## config.mk

```make
export PLATFORM = sky130hd
export DESIGN_NAME = two_button_gesture_decoder_top
export DESIGN_NICKNAME = d
export VERILOG_FILES = /design/src/rtl/tbgd_pkg.sv /design/src/rtl/two_button_gesture_decoder_top.sv /design/src/rtl/tbgd_front.sv /design/src/rtl/tbgd_queue.sv /design/src/rtl/tbgd_back.sv
export VERILOG_INCLUDE_DIRS = /design/src /design/src/rtl
export SDC_FILE = /design/constraint.sdc
export NUM_CORES = 1
export LEC_CHECK = 0
export ABC_CLOCK_PERIOD_IN_PS = 6100
export BUFFER_PORTS_ARGS = -buffer_cell sky130_fd_sc_hd__buf_2
export CAP_MARGIN = 30
export CELL_PAD_IN_SITES_DETAIL_PLACEMENT = 1
export CELL_PAD_IN_SITES_GLOBAL_PLACEMENT = 1
export CORE_MARGIN = 2
export CORE_UTILIZATION = 45
export CTS_CLUSTER_SIZE = 20
export DETAILED_ROUTE_END_ITERATION = 7
export PLACE_DENSITY_LB_ADDON = 0.1
export SETUP_SLACK_MARGIN = 0.05
export SLEW_MARGIN = 20
export SYNTH_ARGS = -nofsm -noshare
export SYNTH_HDL_FRONTEND = slang
export SYNTH_SLANG_ARGS = --single-unit
```

## constraint.sdc

```tcl
create_clock -name clk -period 6.1 [get_ports clk]
set_input_delay 0.915 -clock clk [delete_from_list [all_inputs] [get_ports clk]]
set_output_delay 0.915 -clock clk [all_outputs]
set_load 0.02 [all_outputs]
```

## src/rtl/assert_macros.svh

```systemverilog
// Assertion macros shared by the gesture decoder RTL.
`ifndef ASSERT_MACROS_SVH
`define ASSERT_MACROS_SVH

// Check that an expression holds at every clock edge out of reset.
`define TBGD_ASSERT(label, expr, msg) \
    label: assert property (@(posedge clk) disable iff (!rst_n) (expr)) \
        else $error(msg);

// Check that a condition implies a consequence in the same cycle.
`define TBGD_ASSERT_IMPL(label, ante, cons, msg) \
    label: assert property (@(posedge clk) disable iff (!rst_n) (ante) |-> (cons)) \
        else $error(msg);

`endif

```

## src/rtl/tbgd_pkg.sv

```systemverilog
// Types, codes and constants shared by the gesture decoder modules.
package tbgd_pkg;

    localparam int TIME_W  = 32;
    localparam int CFG_W   = 24;
    localparam int ACT_W   = 3;
    localparam int CMD_W   = 4;
    localparam int IDX_W   = 3;
    localparam int MAX_RES = 3;
    localparam int CNT_W   = $clog2(MAX_RES + 1);
    localparam int QDEPTH  = 2;
    localparam int QPTR_W  = (QDEPTH > 1) ? $clog2(QDEPTH) : 1;
    localparam int QCNT_W  = $clog2(QDEPTH + 1);
    localparam int OUT_DATA_W = ((CMD_W + 7) / 8) * 8;

    // Button masks (bit 0 A, bit 1 B)
    localparam logic [1:0] BTN_A = 2'b01;
    localparam logic [1:0] BTN_B = 2'b10;

    // Time-valid flag positions
    localparam int TV_FIRST = 0;
    localparam int TV_DUAL  = 1;
    localparam int TV_LASTB = 2;

    // Register reset values
    localparam logic [CFG_W-1:0] DPW_RST = CFG_W'(50000);
    localparam logic [CFG_W-1:0] LHM_RST = CFG_W'(1000000);
    localparam logic [CFG_W-1:0] SPM_RST = CFG_W'(300000);
    localparam logic [CFG_W-1:0] DTW_RST = CFG_W'(300000);
    localparam logic             START_MODE_RST = 1'b0;

    typedef enum logic [ACT_W-1:0] {
        ACT_TICK    = 3'd0,
        ACT_A_PRESS = 3'd1,
        ACT_A_REL   = 3'd2,
        ACT_B_PRESS = 3'd3,
        ACT_B_REL   = 3'd4
    } act_t;

    typedef enum logic [CMD_W-1:0] {
        CMD_A_PRESS_M0 = 4'd0,
        CMD_A_REL_M0   = 4'd1,
        CMD_B_PRESS_M0 = 4'd2,
        CMD_B_REL_M0   = 4'd3,
        CMD_A_TOGGLE   = 4'd4,
        CMD_B_PRESS_M1 = 4'd5,
        CMD_B_REL_M1   = 4'd6,
        CMD_ARM        = 4'd7,
        CMD_UNARM      = 4'd8,
        CMD_PANIC      = 4'd9,
        CMD_ENTER_M0   = 4'd10,
        CMD_ENTER_M1   = 4'd11
    } cmd_t;

    typedef enum logic [IDX_W-1:0] {
        REG_DPW        = 3'd0,
        REG_LHM        = 3'd1,
        REG_SPM        = 3'd2,
        REG_DTW        = 3'd3,
        REG_START_MODE = 3'd4
    } reg_idx_t;

    // Commands caused by one item
    typedef struct packed {
        logic [CNT_W-1:0]                cnt;
        logic [MAX_RES-1:0][CMD_W-1:0]   cmd;
    } bundle_t;

    // Queue status seen by the front and back parts
    typedef struct packed {
        logic full;
        logic empty;
    } q_stat_t;

endpackage

```

## src/rtl/two_button_gesture_decoder_top.sv

```systemverilog
// Top level of the two-button gesture decoder.
// Input channel s_axis: one button event per item; tuser carries the action code
// (tick, A press, A release, B press, B release) and tdata the 32-bit microsecond
// timestamp. Output channel m_axis: one command per item, tlast set on the last
// command that an input item causes; items that cause no command produce nothing.
// Configuration: cfg_we with cfg_index selects one of the window/hold registers or
// the start mode; writing the start mode also sets the current mode. Write only
// while the block is idle.
// An item's commands are written into the bundle queue when it is accepted and are
// offered from its head, one command per cycle while the receiver takes them.
// Throughput: one item per cycle while the two-entry bundle queue between the front
// and back parts has room; a bundle holds the output until its last command is taken.
// When the receiver stalls, the queue fills and s_axis_tready drops; it returns
// the cycle after a bundle's last command is taken.
// Reset clears all gesture state, loads the default windows and mode 0, and
// empties the queue.
module two_button_gesture_decoder_top
    import tbgd_pkg::*;
(
    input  logic                  clk,
    input  logic                  rst_n,
    input  logic                  cfg_we,
    input  logic [IDX_W-1:0]      cfg_index,
    input  logic [CFG_W-1:0]      cfg_wdata,
    input  logic                  s_axis_tvalid,
    output logic                  s_axis_tready,
    input  logic [TIME_W-1:0]     s_axis_tdata,   // [31:0] time_us
    input  logic [ACT_W-1:0]      s_axis_tuser,   // [2:0] action
    output logic                  m_axis_tvalid,
    input  logic                  m_axis_tready,
    output logic [OUT_DATA_W-1:0] m_axis_tdata,   // [3:0] command, rest zero
    output logic                  m_axis_tlast
);

    q_stat_t          q_stat;
    logic             push, pop;
    bundle_t          push_bundle, head;
    logic [CMD_W-1:0] out_cmd;

    tbgd_front u_front
    (
        .clk         (clk),
        .rst_n       (rst_n),
        .cfg_we      (cfg_we),
        .cfg_index   (cfg_index),
        .cfg_wdata   (cfg_wdata),
        .in_valid    (s_axis_tvalid),
        .in_ready    (s_axis_tready),
        .in_action   (s_axis_tuser),
        .in_time     (s_axis_tdata),
        .q_stat      (q_stat),
        .push        (push),
        .push_bundle (push_bundle)
    );

    tbgd_queue u_queue
    (
        .clk         (clk),
        .rst_n       (rst_n),
        .push        (push),
        .push_bundle (push_bundle),
        .pop         (pop),
        .head        (head),
        .q_stat      (q_stat)
    );

    tbgd_back u_back
    (
        .clk       (clk),
        .rst_n     (rst_n),
        .head      (head),
        .q_stat    (q_stat),
        .pop       (pop),
        .out_valid (m_axis_tvalid),
        .out_ready (m_axis_tready),
        .out_cmd   (out_cmd),
        .out_last  (m_axis_tlast)
    );

    assign m_axis_tdata = OUT_DATA_W'(out_cmd);

endmodule

```

## src/rtl/tbgd_front.sv

```systemverilog
// Front part: takes events, updates gesture state and builds command bundles.
module tbgd_front
    import tbgd_pkg::*;
(
    input  logic                 clk,
    input  logic                 rst_n,
    input  logic                 cfg_we,
    input  logic [IDX_W-1:0]     cfg_index,
    input  logic [CFG_W-1:0]     cfg_wdata,
    input  logic                 in_valid,
    output logic                 in_ready,
    input  logic [ACT_W-1:0]     in_action,
    input  logic [TIME_W-1:0]    in_time,
    input  q_stat_t              q_stat,
    output logic                 push,
    output bundle_t              push_bundle
);

`include "assert_macros.svh"

    // Configuration registers
    logic [CFG_W-1:0] dpw_reg, lhm_reg, spm_reg, dtw_reg;

    // Gesture state
    logic             mode_reg, mode_next;
    logic [1:0]       pressed_reg, pressed_next;
    logic [1:0]       pending_reg, pending_next;
    logic [1:0]       disp_reg, disp_next;
    logic             dual_act_reg, dual_act_next;
    logic             dual_hdl_reg, dual_hdl_next;
    logic             wait_tap_reg, wait_tap_next;
    logic             root_hold_reg, root_hold_next;
    logic [2:0]       tv_reg, tv_next;
    logic [TIME_W-1:0] first_t_reg, first_t_next;
    logic [TIME_W-1:0] dual_t_reg, dual_t_next;
    logic [TIME_W-1:0] lastb_t_reg, lastb_t_next;

    logic [TIME_W-1:0] el_first, el_dual, el_lastb, el_first_press;
    logic              accept;
    logic              is_b;
    logic [1:0]        bm, om;
    bundle_t           bnd;

    // Append one command to a bundle
    function automatic bundle_t add_cmd(bundle_t b, cmd_t c);
        bundle_t r;
        r = b;
        if (r.cnt < CNT_W'(MAX_RES))
        begin
            r.cmd[r.cnt[CNT_W-1:0]] = c;
            r.cnt = r.cnt + CNT_W'(1);
        end
        return r;
    endfunction

    assign in_ready = !q_stat.full;
    assign accept   = in_valid && in_ready;

    // Elapsed times, modulo 2^32
    assign el_first = in_time - first_t_reg;
    assign el_dual  = in_time - dual_t_reg;
    assign el_lastb = in_time - lastb_t_reg;
    // A second press with no first time starts its window now
    assign el_first_press = tv_reg[TV_FIRST] ? el_first : '0;

    assign is_b = (in_action == ACT_B_PRESS) || (in_action == ACT_B_REL);
    assign bm   = is_b ? BTN_B : BTN_A;
    assign om   = bm ^ 2'b11;

    // Step the gesture state for one item
    always_comb
    begin
        mode_next      = mode_reg;
        pressed_next   = pressed_reg;
        pending_next   = pending_reg;
        disp_next      = disp_reg;
        dual_act_next  = dual_act_reg;
        dual_hdl_next  = dual_hdl_reg;
        wait_tap_next  = wait_tap_reg;
        root_hold_next = root_hold_reg;
        tv_next        = tv_reg;
        first_t_next   = first_t_reg;
        dual_t_next    = dual_t_reg;
        lastb_t_next   = lastb_t_reg;
        bnd            = '0;

        unique case (in_action) inside
            ACT_TICK:
            begin
                // Long dual hold toggles the mode
                if (dual_act_reg && !dual_hdl_reg && tv_reg[TV_DUAL] &&
                    (el_dual >= {8'd0, lhm_reg}))
                begin
                    pending_next   = '0;
                    disp_next      = '0;
                    wait_tap_next  = 1'b0;
                    root_hold_next = 1'b0;
                    tv_next[TV_LASTB] = 1'b0;
                    mode_next      = !mode_reg;
                    bnd = add_cmd(bnd, mode_reg ? CMD_ENTER_M0 : CMD_ENTER_M1);
                    dual_hdl_next  = 1'b1;
                end
                // Release held-back single presses once the window has passed
                if (!mode_next && !dual_act_reg && tv_reg[TV_FIRST] &&
                    (el_first >= {8'd0, dpw_reg}))
                begin
                    if (pending_next[0] && !disp_next[0])
                    begin
                        bnd = add_cmd(bnd, CMD_A_PRESS_M0);
                        disp_next[0]    = 1'b1;
                        pending_next[0] = 1'b0;
                    end
                    if (pending_next[1] && !disp_next[1])
                    begin
                        bnd = add_cmd(bnd, CMD_B_PRESS_M0);
                        disp_next[1]    = 1'b1;
                        pending_next[1] = 1'b0;
                    end
                end
            end
            ACT_A_PRESS, ACT_B_PRESS:
            begin
                pressed_next = pressed_reg | bm;
                if ((pressed_next & om) == 2'b00)
                begin
                    // Single press
                    if (mode_reg && !is_b)
                    begin
                        bnd = add_cmd(bnd, CMD_A_TOGGLE);
                        disp_next[0]    = 1'b1;
                        pending_next[0] = 1'b0;
                        first_t_next    = in_time;
                        tv_next[TV_FIRST] = 1'b1;
                    end
                    else if (mode_reg && wait_tap_reg && tv_reg[TV_LASTB] &&
                             (el_lastb <= {8'd0, dtw_reg}))
                    begin
                        // Second tap arms root edit
                        wait_tap_next   = 1'b0;
                        root_hold_next  = 1'b1;
                        bnd = add_cmd(bnd, CMD_ARM);
                        pending_next[1] = 1'b0;
                        disp_next[1]    = 1'b0;
                        first_t_next    = in_time;
                        tv_next[TV_FIRST] = 1'b1;
                    end
                    else
                    begin
                        if (mode_reg)
                        begin
                            root_hold_next = 1'b0;
                            wait_tap_next  = 1'b1;
                            bnd = add_cmd(bnd, CMD_B_PRESS_M1);
                        end
                        first_t_next = in_time;
                        tv_next[TV_FIRST] = 1'b1;
                        pending_next = pending_reg | bm;
                    end
                end
                else
                begin
                    // Other button already down
                    if (!tv_reg[TV_FIRST])
                    begin
                        first_t_next = in_time;
                        tv_next[TV_FIRST] = 1'b1;
                    end
                    if (el_first_press <= {8'd0, dpw_reg})
                    begin
                        if (!dual_act_reg)
                        begin
                            // Revert optimistic single actions
                            if (mode_reg && disp_reg[0])
                            begin
                                bnd = add_cmd(bnd, CMD_A_TOGGLE);
                            end
                            if (mode_reg && pressed_next[1])
                            begin
                                if (root_hold_reg)
                                begin
                                    bnd = add_cmd(bnd, CMD_UNARM);
                                    root_hold_next = 1'b0;
                                end
                                else
                                begin
                                    bnd = add_cmd(bnd, CMD_B_REL_M1);
                                end
                                wait_tap_next = 1'b0;
                            end
                            dual_act_next = 1'b1;
                            dual_hdl_next = 1'b0;
                            dual_t_next   = in_time;
                            tv_next[TV_DUAL] = 1'b1;
                        end
                        pending_next = '0;
                        disp_next    = '0;
                    end
                    else
                    begin
                        pending_next = pending_reg | bm;
                    end
                end
            end
            ACT_A_REL, ACT_B_REL:
            begin
                pressed_next = pressed_reg & om;
                if (!dual_act_reg)
                begin
                    if (mode_reg)
                    begin
                        if (is_b)
                        begin
                            if (root_hold_reg)
                            begin
                                bnd = add_cmd(bnd, CMD_UNARM);
                                root_hold_next = 1'b0;
                                wait_tap_next  = 1'b0;
                            end
                            else
                            begin
                                bnd = add_cmd(bnd, CMD_B_REL_M1);
                                wait_tap_next = !tv_reg[TV_FIRST] ||
                                                (el_first <= {8'd0, spm_reg});
                            end
                            lastb_t_next = in_time;
                            tv_next[TV_LASTB] = 1'b1;
                        end
                        pending_next = pending_reg & om;
                        disp_next    = disp_reg & om;
                    end
                    else
                    begin
                        // Held-back press goes out just before its release
                        if (((pending_reg & bm) != 2'b00) && ((disp_reg & bm) == 2'b00))
                        begin
                            bnd = add_cmd(bnd, is_b ? CMD_B_PRESS_M0 : CMD_A_PRESS_M0);
                            disp_next    = disp_reg | bm;
                            pending_next = pending_reg & om;
                        end
                        if ((disp_next & bm) != 2'b00)
                        begin
                            bnd = add_cmd(bnd, is_b ? CMD_B_REL_M0 : CMD_A_REL_M0);
                            disp_next = disp_next & om;
                        end
                    end
                end
                // Both buttons up: close any dual press
                if (pressed_next == 2'b00)
                begin
                    if (dual_act_reg && !dual_hdl_reg && tv_reg[TV_DUAL] &&
                        (el_dual <= {8'd0, spm_reg}) && !mode_reg)
                    begin
                        bnd = add_cmd(bnd, CMD_PANIC);
                    end
                    dual_act_next  = 1'b0;
                    dual_hdl_next  = 1'b0;
                    tv_next[TV_FIRST] = 1'b0;
                    tv_next[TV_DUAL]  = 1'b0;
                    root_hold_next = 1'b0;
                    pending_next   = '0;
                    disp_next      = '0;
                end
            end
            default:
            begin
            end
        endcase
    end

    assign push        = accept && (bnd.cnt != '0);
    assign push_bundle = bnd;

    // Control state and configuration
    always_ff @(posedge clk or negedge rst_n)
    begin
        if (!rst_n)
        begin
            dpw_reg        <= DPW_RST;
            lhm_reg        <= LHM_RST;
            spm_reg        <= SPM_RST;
            dtw_reg        <= DTW_RST;
            mode_reg       <= START_MODE_RST;
            pressed_reg    <= '0;
            pending_reg    <= '0;
            disp_reg       <= '0;
            dual_act_reg   <= 1'b0;
            dual_hdl_reg   <= 1'b0;
            wait_tap_reg   <= 1'b0;
            root_hold_reg  <= 1'b0;
            tv_reg         <= '0;
        end
        else if (cfg_we)
        begin
            unique case (cfg_index)
                REG_DPW:        dpw_reg <= cfg_wdata;
                REG_LHM:        lhm_reg <= cfg_wdata;
                REG_SPM:        spm_reg <= cfg_wdata;
                REG_DTW:        dtw_reg <= cfg_wdata;
                REG_START_MODE:
                begin
                    mode_reg       <= cfg_wdata[0];
                end
                default:
                begin
                end
            endcase
        end
        else if (accept)
        begin
            mode_reg      <= mode_next;
            pressed_reg   <= pressed_next;
            pending_reg   <= pending_next;
            disp_reg      <= disp_next;
            dual_act_reg  <= dual_act_next;
            dual_hdl_reg  <= dual_hdl_next;
            wait_tap_reg  <= wait_tap_next;
            root_hold_reg <= root_hold_next;
            tv_reg        <= tv_next;
        end
    end

    // Timestamps, meaningful only under their valid bits
    always_ff @(posedge clk)
    begin
        if (accept)
        begin
            first_t_reg <= first_t_next;
            dual_t_reg  <= dual_t_next;
            lastb_t_reg <= lastb_t_next;
        end
    end

    `TBGD_ASSERT_IMPL(a_dual_needs_press, dual_act_reg, pressed_reg != 2'b00,
        "dual press active with no button down")
    `TBGD_ASSERT_IMPL(a_handled_needs_dual, dual_hdl_reg, dual_act_reg,
        "dual press marked handled while not active")

endmodule

```

## src/rtl/tbgd_queue.sv

```systemverilog
// Short queue of command bundles between the front and back parts.
module tbgd_queue
    import tbgd_pkg::*;
(
    input  logic    clk,
    input  logic    rst_n,
    input  logic    push,
    input  bundle_t push_bundle,
    input  logic    pop,
    output bundle_t head,
    output q_stat_t q_stat
);

`include "assert_macros.svh"

    bundle_t             mem_reg [QDEPTH];
    logic [QPTR_W-1:0]   wr_ptr_reg, rd_ptr_reg;
    logic [QCNT_W-1:0]   count_reg, count_next;

    assign q_stat.full  = (count_reg == QCNT_W'(QDEPTH));
    assign q_stat.empty = (count_reg == '0);
    assign head         = mem_reg[rd_ptr_reg];

    always_comb
    begin
        count_next = count_reg;
        if (push && !pop)
        begin
            count_next = count_reg + QCNT_W'(1);
        end
        else if (pop && !push)
        begin
            count_next = count_reg - QCNT_W'(1);
        end
    end

    // Advance pointers and count
    always_ff @(posedge clk or negedge rst_n)
    begin
        if (!rst_n)
        begin
            wr_ptr_reg <= '0;
            rd_ptr_reg <= '0;
            count_reg  <= '0;
        end
        else
        begin
            if (push)
            begin
                wr_ptr_reg <= (wr_ptr_reg == QPTR_W'(QDEPTH - 1)) ? '0
                                                                  : wr_ptr_reg + QPTR_W'(1);
            end
            if (pop)
            begin
                rd_ptr_reg <= (rd_ptr_reg == QPTR_W'(QDEPTH - 1)) ? '0
                                                                  : rd_ptr_reg + QPTR_W'(1);
            end
            count_reg <= count_next;
        end
    end

    // Store pushed bundles
    always_ff @(posedge clk)
    begin
        if (push)
        begin
            mem_reg[wr_ptr_reg] <= push_bundle;
        end
    end

    `TBGD_ASSERT_IMPL(a_no_push_full, q_stat.full, !push, "push into a full queue")
    `TBGD_ASSERT_IMPL(a_no_pop_empty, q_stat.empty, !pop, "pop from an empty queue")

endmodule

```

## src/rtl/tbgd_back.sv

```systemverilog
// Back part: sends the commands of each queued bundle one item at a time.
module tbgd_back
    import tbgd_pkg::*;
(
    input  logic              clk,
    input  logic              rst_n,
    input  bundle_t           head,
    input  q_stat_t           q_stat,
    output logic              pop,
    output logic              out_valid,
    input  logic              out_ready,
    output logic [CMD_W-1:0]  out_cmd,
    output logic              out_last
);

`include "assert_macros.svh"

    logic [CNT_W-1:0] idx_reg;

    assign out_valid = !q_stat.empty;
    assign out_cmd   = head.cmd[idx_reg];
    assign out_last  = (idx_reg == (head.cnt - CNT_W'(1)));
    assign pop       = out_valid && out_ready && out_last;

    // Step through the head bundle
    always_ff @(posedge clk or negedge rst_n)
    begin
        if (!rst_n)
        begin
            idx_reg <= '0;
        end
        else if (out_valid && out_ready)
        begin
            idx_reg <= out_last ? '0 : idx_reg + CNT_W'(1);
        end
    end

    `TBGD_ASSERT_IMPL(a_idx_in_bundle, out_valid, idx_reg < head.cnt,
        "command index beyond the head bundle")

endmodule

```

==> results.cfg <==
[setup_path]
regToRegStartpoint = u_front.dual_t_reg[4]
r2r_slack_ns = -0.01
critical_path_class = in2reg
critical_path.reg2reg.endpoint = u_queue.count_reg[1]
crit_required_ns = 6.56
critical_path.endpoint_type = flip-flop
worst_setup_path_start_kind = input pin
timing.critical_path.fanout_max = 4
ff2ff_path_depth = 26
crit_arrival_ns = 6.66

[yosys]
synth_seq_area_share_pct = 35.2
synth_enable_flop_cells = 120
ys_async_sr_fraction_pct = 49.2
syn-instance-count = 2067
syn-mean-instance-area_um2 = 8.98
ys.warnings.count = 0
yosys_most_used_dff = edfxtp_1
synth_cell_types = 84
syn_area_um2 = 18600
ys_ff_latch = 236

[floorplanning]
die-width_um = 207
design.portCount = 78
rows = 74
die_area_um2 = 42900
core_region_area_um2 = 40700
die_height_um = 207
initial_core_util_pct = 45.6

[route]
detailedRoute.firstIterationViolations = 940
routed_wl_um = 59200
drt_pre_antenna_iters = 5
vias_per_cell = 5.72
detail_route.drc_violations = 0
wire_per_inst_um = 20.7
routed-via-count = 16400
postRouteAntennaNets = 0

[cells_and_area]
post-route-util_pct = 54.5
design_area_um2 = 22200
layout.cells.most_common_list = ha_1 (239), inv_1 (214), buf_4 (201)
final_common_cell = ha_1
syn_to_final_growth_pct = 19.5
final_nets = 2621
instances_no_fill = 2864
antenna_cells_inserted = 0
layout-drive-gt1-share_pct = 19.8

[timing]
period_share_pct = 102
final.min_clock_period_ns = 6.19
worst-slew-pin-transition_ns = 0.976
finalSetupViolCount = 25
slew_headroom_pct = 34.1
drv_slew = 0
final_hold_viol_count = 0
skew_ns = 0.0110
max_fclk_ghz = 0.161
unrepaired_setup_endpoints_after_global_routing = true
setup-tns-final_ns = -1.06
postLayoutSetupSlackWorst_ns = -0.0927

[global_routing]
global_route_total_overflow = 0
first_pass_grt_wire_length_um = 93600
gr-usage-all-layers_pct = 27.2
grt_pass1_vias = 17300
antenna_found_initial = 0
pin_count_of_the_biggest_net_entering_global_routing = 71

[status]
violations = negative setup slack
outcome = finished with violations

[placement]
port_buffers = 73
placed_cell_area_um2 = 20900
gp_congestion = 0.910
place.detailed.instances = 2795
hpwl_um = 47500
post-place-ws_ns = -0.721

[clock_tree]
tritoncts_clock_tree = built
clkTransAtPathRegs_ns = 0.06
clk_latency_ns = 0.59
htree_levels = 1
cts_inserted_buffers = 30
cts_max_path_buffers = 3
library_cell_used_as_clock_root_buffer = clkbuf_16
clkSinkCount = 236

[worst_hold_path]
min_path_type = in2async

[pwr]
power_density_nw_per_um2 = 299
worst_ir_drop_vdd_uv = 254
static-leakage-power_nw = 9.92

[flow_run]
max_cap_viol_count = 0
==> metal layers <==
layer | up-vias | global-route usage (%) | wire, um
met5 | - | 0 | 0
met4 | 0 | 8.33 | 2000
met3 | 102 | 2.59 | 1950
met2 | 294 | 45.1 | 27500
met1 | 8081 | 37.7 | 27800
li1 | 7902 | - | -
==> where the power goes <==
group          internal [mW]  leakage [nW]  switching, mW
Sequential              1.93          2.45          0.176
Combinational           1.17          6.98           1.52
Clock                   1.07         0.492          0.768
==> layout make-up <==
cell class / count / area, um^2
inverters: 216 / 823
clock inverters: 21 / 230
multi-input cells: 1547 / 11200
repair buffers: 277 / 1960
clock buffers: 35 / 800
well taps: 532 / 666
flip-flops and latches: 236 / 6540
fillers: 4698 / 18600
==> cell usage after synthesis, types with 9 or more instances <==
cell type / count / area share (%)
buf_2: 13 / 0.35
or2_2: 9 / 0.30
a21o_1: 52 / 2.1
nor3_1: 26 / 0.70
nand4_1: 47 / 1.6
o21ai_0: 172 / 4.6
a21oi_1: 149 / 4.0
edfxtp_1: 120 / 19
nor2_1: 131 / 2.6
or3_1: 10 / 0.34
mux2_2: 33 / 2.0
nor4_1: 12 / 0.40
mux2i_1: 11 / 0.59
o21bai_1: 14 / 0.57
nand2_1: 191 / 3.9
nand3_1: 38 / 1.0
o31ai_1: 10 / 0.40
dfrtp_1: 87 / 12
nand3b_1: 9 / 0.36
ha_1: 243 / 16
xor2_1: 27 / 1.3
o21a_1: 23 / 0.93
o211ai_1: 26 / 1.1
nand2b_1: 32 / 1.1
nor2b_1: 26 / 0.88
a31oi_1: 21 / 0.71
o22ai_1: 9 / 0.30
and2_1: 33 / 1.1
xnor2_1: 54 / 2.5
inv_1: 215 / 4.3
a211oi_1: 21 / 0.85
dfstp_2: 29 / 4.1
clkbuf_1: 52 / 1.1
==> per-stage QoR <==
stage,power [mW],hold slack [ns]
finish,6.64,0.256
floorplan,3.75,0.439
global route,7.06,0.261
global placement,4.57,0.456
detailed placement,4.71,0.462
CTS,6.60,0.475
==> worst max-delay path: stages <==
cell and delay, ns:
buf_2 0.12, ha_1 0.33, a21o_1 0.21, buf_4 0.15
or3_1 0.32, o21ba_2 0.23, o2111ai_1 0.43, nand2_1 0.17
xor2_1 0.18, buf_4 0.17, buf_4 0.12, ha_1 0.32
nand4_1 0.28, nor4_2 0.26, nand4_1 0.14, buf_4 0.19
a2111oi_1 0.43, o21a_1 0.22, nand4_1 0.18, nand2_1 0.13
and4bb_2 0.28, a41oi_4 0.30, ha_4 0.21, xor2_4 0.17
nor2_4 0.05, xor2_1 0.14
==> worst max-delay path by stage <==
stage | startpoint | to | slack (ns) | cells past startpoint
final | s_axis_tdata[4] | u_queue.count_reg[1] | -0.09 | 26
after global placement | s_axis_tdata[0] | u_queue.mem_reg[1][11] | -0.53 | 31
after global routing | s_axis_tdata[11] | u_queue.count_reg[1] | -0.23 | 31
after CTS | s_axis_tdata[0] | u_queue.count_reg[1] | 0.07 | 33
after detailed placement | s_axis_tdata[0] | u_queue.count_reg[1] | -0.72 | 33
after floorplan | s_axis_tdata[0] | u_queue.mem_reg[0][0] | 0.03 | 31
==> kinds of logic after synthesis <==
| kind of cell | count (synthesis) | synth area share [%] |
|---|---|---|
| and+or+nand+nor | 596 | 15.8 |
| AOI/OAI and AO/OA | 570 | 19.3 |
| buffers and inverters | 289 | 6.04 |
| adders and majority gates | 246 | 16.7 |
| DFF | 236 | 35.2 |
| xor gates and xnor gates | 81 | 3.82 |
| muxes | 48 | 3.08 |
| other | 1 | 0.0202 |
==> timing repair <==
action / 4_1_cts / 5_1_grt
gates resized for setup: 6 / 27
pin swaps: 4 / 24
hold buffers: 0 / 0
buffers inserted: 3 / 9
setup endpoints to repair: 25 / 32
Note: power is estimated with default switching activity, not from simulation.
